$ cat config.mk
export PLATFORM = sky130hd
export DESIGN_NAME = mtt_cell
export DESIGN_NICKNAME = d
export VERILOG_FILES = /design/src/rtl/mtt_pkg.sv /design/src/rtl/mtt_cell.sv
export SDC_FILE = /design/constraint.sdc
export NUM_CORES = 1
export LEC_CHECK = 0
export ABC_AREA = 1
export BUFFER_PORTS_ARGS = -buffer_cell sky130_fd_sc_hd__buf_4
export CAP_MARGIN = 0
export CORE_UTILIZATION = 55
export CTS_CLUSTER_DIAMETER = 120
export CTS_CLUSTER_SIZE = 10
export DETAILED_ROUTE_END_ITERATION = 7
export PLACE_DENSITY = 0.81
export RECOVER_POWER = 25
export SYNTH_ARGS = -nofsm -noshare
export SYNTH_HDL_FRONTEND = slang
export SYNTH_SLANG_ARGS = --single-unit
$ cat constraint.sdc
create_clock -name i_clk -period 4.8 [get_ports i_clk]
set_clock_uncertainty 0.2 [all_clocks]
set_input_delay 0.48 -clock i_clk [delete_from_list [all_inputs] [get_ports i_clk]]
set_output_delay 0.48 -clock i_clk [all_outputs]
set_load 0.1 [all_outputs]
$ cat src/rtl/mtt_pkg.sv
package mtt_pkg;

    localparam int ID_W   = 16;
    localparam int IVL_W  = 31;
    localparam int TIME_W = 32;
    localparam int REQ_W  = 2;

    // request codes; code 3 is unused and does nothing
    typedef enum logic [REQ_W-1:0] {
        REQ_CREATE = 2'd0,
        REQ_STOP   = 2'd1,
        REQ_TICK   = 2'd2
    } t_req_type;

    // request as held by the top level for the whole scan
    typedef struct packed {
        logic [REQ_W-1:0]  req_type;
        logic [ID_W-1:0]   timer_id;
        logic [IVL_W-1:0]  interval;
        logic              repeat_flag;
        logic [TIME_W-1:0] now;
        logic [TIME_W-1:0] create_dl;
    } t_req;

    // broadcast to every cell
    typedef struct packed {
        logic step;
        t_req req;
    } t_ctl;

    // passed from one cell to the next
    typedef struct packed {
        logic tok;
        logic placed;
    } t_link;

    // expiry report from a cell
    typedef struct packed {
        logic            fire;
        logic [ID_W-1:0] id;
    } t_fire;

    // base + delta, saturating at all ones
    function automatic logic [TIME_W-1:0] sat_add(input logic [TIME_W-1:0] base,
                                                  input logic [IVL_W-1:0]  delta);
        logic [TIME_W:0] sum;
        sum = {1'b0, base} + {{(TIME_W + 1 - IVL_W){1'b0}}, delta};
        return sum[TIME_W] ? {TIME_W{1'b1}} : sum[TIME_W-1:0];
    endfunction

endpackage

$ cat src/rtl/mtt_cell.sv
module mtt_cell (
    input  logic          i_clk,
    input  logic          i_rst_n,
    input  mtt_pkg::t_ctl  i_ctl,
    input  mtt_pkg::t_link i_link,
    output mtt_pkg::t_link o_link,
    output mtt_pkg::t_fire o_fire
);
    import mtt_pkg::*;

    logic              r_tok;
    logic              r_plc;
    logic              r_active;
    logic [ID_W-1:0]   r_id;
    logic              r_rep;
    logic [IVL_W-1:0]  r_ivl;
    logic [TIME_W-1:0] r_dl;

    logic              n_active;
    logic [TIME_W-1:0] n_dl;
    logic              w_here;
    logic              w_expired;
    logic              w_is_create;
    logic              w_is_stop;
    logic              w_is_tick;
    logic              w_do_create;
    logic              w_do_stop;
    logic              w_do_fire;

    // decode what this slot does when the token passes
    always_comb begin
        w_here      = r_tok & i_ctl.step;
        w_is_create = (i_ctl.req.req_type == REQ_CREATE);
        w_is_stop   = (i_ctl.req.req_type == REQ_STOP);
        w_is_tick   = (i_ctl.req.req_type == REQ_TICK);
        w_expired   = r_active && (r_dl <= i_ctl.req.now);
        w_do_create = w_here & w_is_create & ~r_plc & ~r_active;
        w_do_stop   = w_here & w_is_stop & r_active & (r_id == i_ctl.req.timer_id);
        w_do_fire   = w_here & w_is_tick & w_expired;
    end

    // next slot state
    always_comb begin
        n_active = r_active;
        n_dl     = r_dl;
        if (w_do_create) begin
            n_active = 1'b1;
            n_dl     = i_ctl.req.create_dl;
        end else if (w_do_stop) begin
            n_active = 1'b0;
        end else if (w_do_fire) begin
            if (r_rep) begin
                n_dl = sat_add(i_ctl.req.now, r_ivl);
            end else begin
                n_active = 1'b0;
            end
        end
    end

    // to the neighbor: token, and whether a free slot was already taken
    assign o_link.tok    = r_tok;
    assign o_link.placed = r_plc | ~r_active;

    // expiry report, valid while the token sits here
    assign o_fire.fire = r_tok & w_is_tick & w_expired;
    assign o_fire.id   = r_id;

    // control state
    always_ff @(posedge i_clk) begin
        if (!i_rst_n) begin
            r_tok    <= 1'b0;
            r_plc    <= 1'b0;
            r_active <= 1'b0;
        end else begin
            if (i_ctl.step) begin
                r_tok <= i_link.tok;
                r_plc <= i_link.placed;
            end
            r_active <= n_active;
        end
    end

    // slot payload
    always_ff @(posedge i_clk) begin
        r_dl <= n_dl;
        if (w_do_create) begin
            r_id  <= i_ctl.req.timer_id;
            r_rep <= i_ctl.req.repeat_flag;
            r_ivl <= i_ctl.req.interval;
        end
    end

endmodule

==> summary.md, run 1 <==
| Metric | Value |
|---|---|
| Share of cells above drive strength 1 | `22.6%` |
| Hold Path Class | `input port to flop` |
| CP max FO | `19` |
| Yosys warns | `0` |
| Max_cap viols | `0` |
| Worst R2R Path Depth | `10` |
| TNS Setup | `0 ns` |
| Syn Area/Cell | `8.48 µm²` |
| CTS H-tree depth | `3` |
| Die area | `11400 µm²` |
| Tot GR Track Use | `29.6%` |
| Worst Tran Pin Value | `1.15 ns` |
| Initial antenna violation count | `0` |
| Syn Nets | `893` |
| CP peak stage delay | `0.91 ns` |
| Hold path cells | `1` |
| CTS tree | `yes` |
| Worst VDD drop | `about 0.22 mV` |
| FF+latch count, synth | `83` |
| Largest net degree at the start of global routing | `49` |
| Final instance area | `around 7400 µm²` |
| Slew HR | `23.3%` |
| R2R Setup Slk | `1.51 ns` |
| CP Cell Sequence | `ha_1, a21oi_1, o21ai_0, nand2_1, nand4_1, o21ai_2, buf_4, nand2_1, o21ai_1, inv_1` |
| Cts-stage hold buffer count | `0` |
| Crit-path most repeated cell | `nand2_1` |
| Dpl cell area | `7180 µm²` |
| WP data required | `4.75 ns` |
| Setup CP Type | `flop to flop` |
| Maximum operating frequency | `304 MHz` |
| Clock Sinks | `83` |
| Core area | `10500 µm²` |
| Hold_sp | `i_ctl[80]` |
| Slowest cell on the critical path | `o21ai_2` |
| Vias in the first global route | `around 5600` |
| Area Growth Syn to Fin | `22.5%` |
| Final setup vio count | `0` |
| Post-synth top area share | `about two fifths` |
| Total power per unit cell area | `240 nW/µm²` |
| Area leader, netlist | `edfxtp_1` |
| Gr ovfl total | `0` |
| Critical Path Sink Type | `flop` |
| Final Max Tran Viols | `0` |
| Vias after detailed routing | `5394` |
| Filler cell count | `856` |
| Post-Syn Area | `between 6000 and 7000 µm²` |
| CP bufs+invs | `2` |
| Top cells by area, synth | `edfxtp_1, ha_1, nand2_1` |
| RSZ-0062 raised after global routing | `no` |
| Diode count | `0` |
| Num CTS Buffers | `9` |
| Starting density of the core | `~58%` |
| Post-Synthesis Cells | `710` |
| Postcts setup bufs | `0` |
| Layout Utilization | `a little over two thirds` |
| Worst r2r src | `r_ivl[27]` |
| Number of library cell types mapped by synthesis | `37` |
| Final antenna-violating net count | `0` |
| Avg WL per Cell | `roughly 16 µm` |
| Port bufs | `137` |
| WL final | `~16 mm` |
| I/O pins | `about 140` |
| Worst EP arrival | `3.23 ns` |
| Die width | `107 µm` |
| Kind of cell adding the most delay to the critical path | `compound AO/OA/AOI/OAI gates` |
| Pleak | `between 3 and 4 nW` |
| Worst R2R End | `r_dl[4]` |
| Crit share post-route | `68.5%` |
| Rows | `37` |
| DRC Markers | `0` |
| Max Root-Sink Buffers | `2` |
| Crit path time final | `3.29 ns` |
| Worst Hold End | `r_ivl[15]` |
| Crit start category | `flop` |
| CTS-repair resized insts | `0` |
| DRT iter0 DRCs | `409` |
| Detailed-route vias per instance | `5.42` |
| Clk slew on worst S/H paths | `0.09 ns` |
| Nets | `1037` |
| Final hold vios | `0` |
| GP Congestion | `around 0.94` |
| First-pass GRT wire length | `25.7 mm` |
| Pre-Repair DR Iteration Count | `5` |
| Sequential area share after synthesis | `40.9%` |
| CTS root buf | `clkbuf_8` |
| Dpl hpwl | `12.6 mm` |
| Status | `complete, no violations` |
| Clock latency on the worst-skew pair | `0.38 ns` |
| Die height | `107 µm` |
[per-layer routing]
metal / global-route usage [%] / vias up / wire length (µm)
met3: 7.05 / 31 / 1190
met2: 51.0 / 208 / 7630
met5: 0 / - / 0
met1: 36.1 / 2465 / 6800
li1: - / 2690 / -
met4: 10.4 / 0 / 398
[worst max path at each step]
stage                         start  endpoint  slack (ns)  cells after the start
after global routing      r_ivl[25]   r_dl[4]        1.30                     10
after global placement    i_ctl[59]   r_dl[2]        1.37                     11
final                     r_ivl[27]   r_dl[4]        1.51                     10
after detailed placement  i_ctl[59]   r_dl[2]        1.28                     11
after CTS                 r_ivl[27]   r_dl[2]        1.53                     10
after floorplan           i_ctl[63]   r_dl[0]        0.40                     10
[stage by stage]
step	hold WS, ns	std cells	total power (W)	worst slack [ns]
6_report	0.0823	995	0.00177	1.51
2_1_floorplan	0.267	710	0.00106	0.396
3_3_place_gp	0.300	979	0.00119	1.37
5_1_grt	0.0773	995	0.00184	1.30
4_1_cts	0.0573	995	0.00178	1.53
3_5_place_dp	0.320	979	0.00120	1.28
[where the power goes]
group,internal (W),total [W],switching [W],leakage [nW]
Clock,0.000297,0.000581,0.000284,0.109
Sequential,0.000810,0.000814,0.00000386,0.745
Combinational,0.000160,0.000370,0.000210,2.54
Total,0.00127,0.00177,0.000498,3.40
[cell type report]
type,count,area [µm²],share of cell area [%]
tap,136,170,2.31
timing repair buffer,140,1010,13.8
sequential,83,2460,33.4
inverter,106,398,5.40
clock inverter,7,100,1.36
clock buffer,9,124,1.68
multi-input combinational,514,3100,42.1
[sequential cells by signal (all words and copies together) (netlist names)]
signal and count:
r_ivl 31, r_dl 32, r_active 1, r_tok 1
r_plc 1, r_rep 1, r_id 16
[placed cells by master, fill, tap and decap left out, types with 3 or more instances in the layout]
| cell | count |
|---|---|
| o21ai_2 | 9 |
| nand2_2 | 10 |
| buf_4 | 95 |
| clkbuf_8 | 9 |
| nor4_1 | 3 |
| ha_1 | 63 |
| o21a_1 | 3 |
| clkbuf_1 | 10 |
| nor2_1 | 73 |
| o21ai_1 | 5 |
| a21oi_1 | 62 |
| nor2_2 | 3 |
| a21o_1 | 4 |
| nand4_1 | 14 |
| o21ai_0 | 31 |
| dfxtp_1 | 3 |
| xor2_1 | 4 |
| a21oi_2 | 6 |
| nand3_2 | 5 |
| o21bai_1 | 3 |
| nand3_1 | 26 |
| inv_1 | 102 |
| or2_2 | 6 |
| edfxtp_1 | 80 |
| nor3_1 | 9 |
| o22ai_1 | 4 |
| nand2_1 | 139 |
| a31oi_2 | 3 |
| clkbuf_4 | 35 |
| inv_2 | 4 |
| xnor2_1 | 22 |
[cells in the mapped netlist]
cell / number
a211oi_1: 1
a21boi_2: 1
a21o_1: 4
a21oi_1: 62
a21oi_2: 6
a21oi_4: 1
a31oi_1: 2
a31oi_2: 3
buf_4: 2
buf_6: 3
clkbuf_1: 1
clkbuf_4: 1
dfxtp_1: 3
edfxtp_1: 80
fa_1: 1
ha_1: 63
inv_1: 103
inv_2: 3
nand2_1: 139
nand2_2: 10
nand3_1: 26
nand3_2: 5
nand4_1: 14
nand4_2: 1
nor2_1: 73
nor2_2: 3
nor3_1: 9
nor4_1: 3
o21a_1: 3
o21ai_0: 32
o21ai_1: 5
o21ai_2: 8
o21bai_1: 3
o22ai_1: 4
or2_2: 6
xnor2_1: 22
xor2_1: 4
[cell families (layout without fill, tap and decap cells)]
group	after synthesis	in the layout	share of synthesized area, %
DFF	83	83	40.9
xor gates and xnor gates	26	26	3.78
AOI/OAI and AO/OA	135	135	13.3
buffers and inverters	113	262	7.61
adders and majority gates	64	64	13.4
and+or+nand+nor	289	289	20.9
Note: power is estimated with default switching activity, not from simulation.
==> run 2: changes to the inputs <==
clock period = 3.37 ns   (was 4.8 ns; I/O delays follow)
==> run 2 against run 1 <==
Effect of this change:
- critical path depth grew 3
- sequential share of layout area down 2.3 points
- sequential power increased by 43%
- global-route usage rose by 3.0 points
- via count is 5.4% higher
- combinational power rose by 60%
- clock power is 31% higher
- first-iteration DRC count up 17%
- clock-buffer cell count rose by 1
- critical endpoint is now o_fire[16]
==> summary.md, run 2 (synthesis results as in run 1) <==
| Metric | Value |
|---|---|
| Filler cell count | `727 (-15%)` |
| DRC Markers | `0 (unchanged)` |
| Worst r2r src | `r_ivl[0]` |
| Vias in the first global route | `5924 (+6.1%)` |
| Critical Path Sink Type | `output port` |
| Leading cell type in the layout, fill and taps excluded | `nand2_1` |
| Crit. Startpoint | `r_dl[19]` |
| Tot GR Track Use | `32.6% (+3.0 points)` |
| Crit path time final | `3.07 ns` |
| Max_cap viols | `0 (unchanged)` |
| Dpl hpwl | `13.0 mm (+3.4%)` |
| Final hold vios | `0 (unchanged)` |
| Avg WL per Cell | `17.0 µm (+5.3%)` |
| Final Max Tran Viols | `0 (unchanged)` |
| Clock Sinks | `83 (unchanged)` |
| Vias after detailed routing | `5686 (+5.4%)` |
| Detailed-route vias per instance | `5.42 (about the same)` |
| Pleak | `3.62 nW (+6.6%)` |
| Area Growth Syn to Fin | `31.6%` |
| Die height | `107 µm (unchanged)` |
| Num CTS Buffers | `9 (unchanged)` |
| Max reg flops | `32 (unchanged)` |
| Combinational share of power | `23.5% (+2.6 points)` |
| Clock Power Share | `30.4% (-2.5 points)` |
| CTS-repair resized insts | `0 (unchanged)` |
| Sw power | `0.000738 W (+48%)` |
| Die width | `107 µm (unchanged)` |
| Seq pwr share | `46.1% (about the same)` |
| Pre-Repair DR Iteration Count | `5 (unchanged)` |
| Final antenna-violating net count | `0 (unchanged)` |
| I/O pins | `138 (unchanged)` |
| Max Root-Sink Buffers | `2 (unchanged)` |
| P_int | `0.00178 W (+40%)` |
| Gr ovfl total | `0 (unchanged)` |
| Crit share post-route | `91.2%` |
| Hold_sp | `i_ctl[8]` |
| Diode count | `0 (unchanged)` |
| Postcts setup bufs | `0 (unchanged)` |
| Clock latency on the worst-skew pair | `0.38 ns (about the same)` |
| Port bufs | `137 (unchanged)` |
| Largest regs | `r_dl x32, r_ivl x31, r_id x16` |
| Crit start category | `flop` |
| Cts-stage hold buffer count | `50 (+50)` |
| Worst VDD drop | `0.356 mV (+61%)` |
| TNS Setup | `0 ns (unchanged)` |
| CTS H-tree depth | `3 (unchanged)` |
| Switching fraction of total power | `29.3% (+1.2 points)` |
| WP data required | `2.83 ns (-1.92 ns)` |
| Rows | `37 (unchanged)` |
| CTS root buf | `clkbuf_8` |
| WL final | `17.8 mm (+11%)` |
| Hold Path Class | `input port to flop` |
| Clk slew on worst S/H paths | `0.10 ns (about the same)` |
| WHS | `0.0221 ns (-0.0602 ns)` |
| Core area | `10500 µm² (unchanged)` |
| Share of cells above drive strength 1 | `21.8% (-0.79 points)` |
| Status | `complete, no violations` |
| Slew HR | `55.6% (+32 points)` |
| CTS tree | `yes` |
| Setup CP Type | `flop to output port` |
| Dpl cell area | `7250 µm² (+0.94%)` |
| Die area | `11400 µm² (unchanged)` |
| DRT iter0 DRCs | `479 (+17%)` |
| Worst EP arrival | `2.54 ns (-0.69 ns)` |
| Initial antenna violation count | `0 (unchanged)` |
| Most frequent cells in the layout | `nand2_1, inv_1, buf_4` |
| RSZ-0062 raised after global routing | `no` |
| Worst Tran Pin Value | `0.666 ns (-0.485 ns)` |
| Reg with most FFs | `r_dl` |
| Largest net degree at the start of global routing | `41 (-16%)` |
| Total power per unit cell area | `318 nW/µm² (+33%)` |
| First-pass GRT wire length | `28.3 mm (+9.8%)` |
| Final setup vio count | `0 (unchanged)` |
| Final instance area | `7920 µm² (+7.4%)` |
| Starting density of the core | `57.5% (unchanged)` |
| GP Congestion | `0.893 (-5.0%)` |
| Maximum operating frequency | `325 MHz` |
| Nets | `1091 (+5.2%)` |
| CP max FO | `3 (-16)` |
[run 2: cell types whose count changed in the layout (fill, tap and decap cells not counted), sizes merged]
cell	before	now
clkinv	2	0
clkbuf	54	55
buf	95	99
clkinvlp	1	3
dlygate4sd3	0	50
bufinv	2	1
[run 2: layout make-up]
type,instances,area [µm²],share of cell area [%]
clock buffers,10,128,1.61
inverters,106,398,5.03
flip-flops and latches,83,2460,31.1
well taps,136,170,2.15
repair buffers,194,1590,20.0
clock inverters,6,72.6,0.917
multi-input cells,514,3100,39.2
[run 2: worst max-delay path: stages, from the launching register on]
cell and delay, ns:
edfxtp_1 0.41, ha_1 0.32, nand2_1 0.08, inv_1 0.05, nand2_1 0.08, nand2_1 0.05
nand2_1 0.05, nand3_1 0.15, a21oi_1 0.24, nand2_1 0.08, nand2_1 0.15, nand2_1 0.08
nor2_1 0.12, buf_4 0.30
[run 2: layer usage]
| metal | share of wire, % | track usage, % | vias up |
|---|---|---|---|
| met4 | 2.3 | 12.0 | 0 |
| li1 | - | - | 2798 |
| met2 | 50 | 57.3 | 217 |
| met1 | 42 | 39.2 | 2637 |
| met3 | 6.4 | 6.75 | 34 |
| met5 | 0 | 0 | - |
[run 2: path summary, 6_finish.rpt]
check / end / slack, ns / depth (start not counted)
worst max-delay path: o_fire[16] / 0.30 / 13
worst min-delay path: r_dl[8] / 0.02 / 3
worst max register to register: r_dl[4] / 0.40 / 13
worst min register to register: r_plc / 0.38 / 2
[run 2: through the flow]
| step | util, % | power [W] | std cells | setup WS (ns) |
|---|---|---|---|---|
| after floorplan | - | 0.00151 | 710 | 0.290 |
| after global placement | 69.3 | 0.00170 | 983 | 0.498 |
| after detailed placement | 69.3 | 0.00172 | 983 | 0.293 |
| after CTS | 76.0 | 0.00252 | 1049 | 0.293 |
| after global routing | 75.7 | 0.00262 | 1049 | 0.114 |
| final | 75.7 | 0.00252 | 1049 | 0.295 |
[run 2: power groups by stage]
stage	Sequential [W]	Clock, W	Combinational [W]
2_1_floorplan	0.00119	0	0.000312
3_3_place_gp	0.00118	0	0.000521
3_5_place_dp	0.00118	0	0.000537
4_1_cts	0.00116	0.000770	0.000586
5_1_grt	0.00116	0.000808	0.000651
6_report	0.00116	0.000764	0.000592
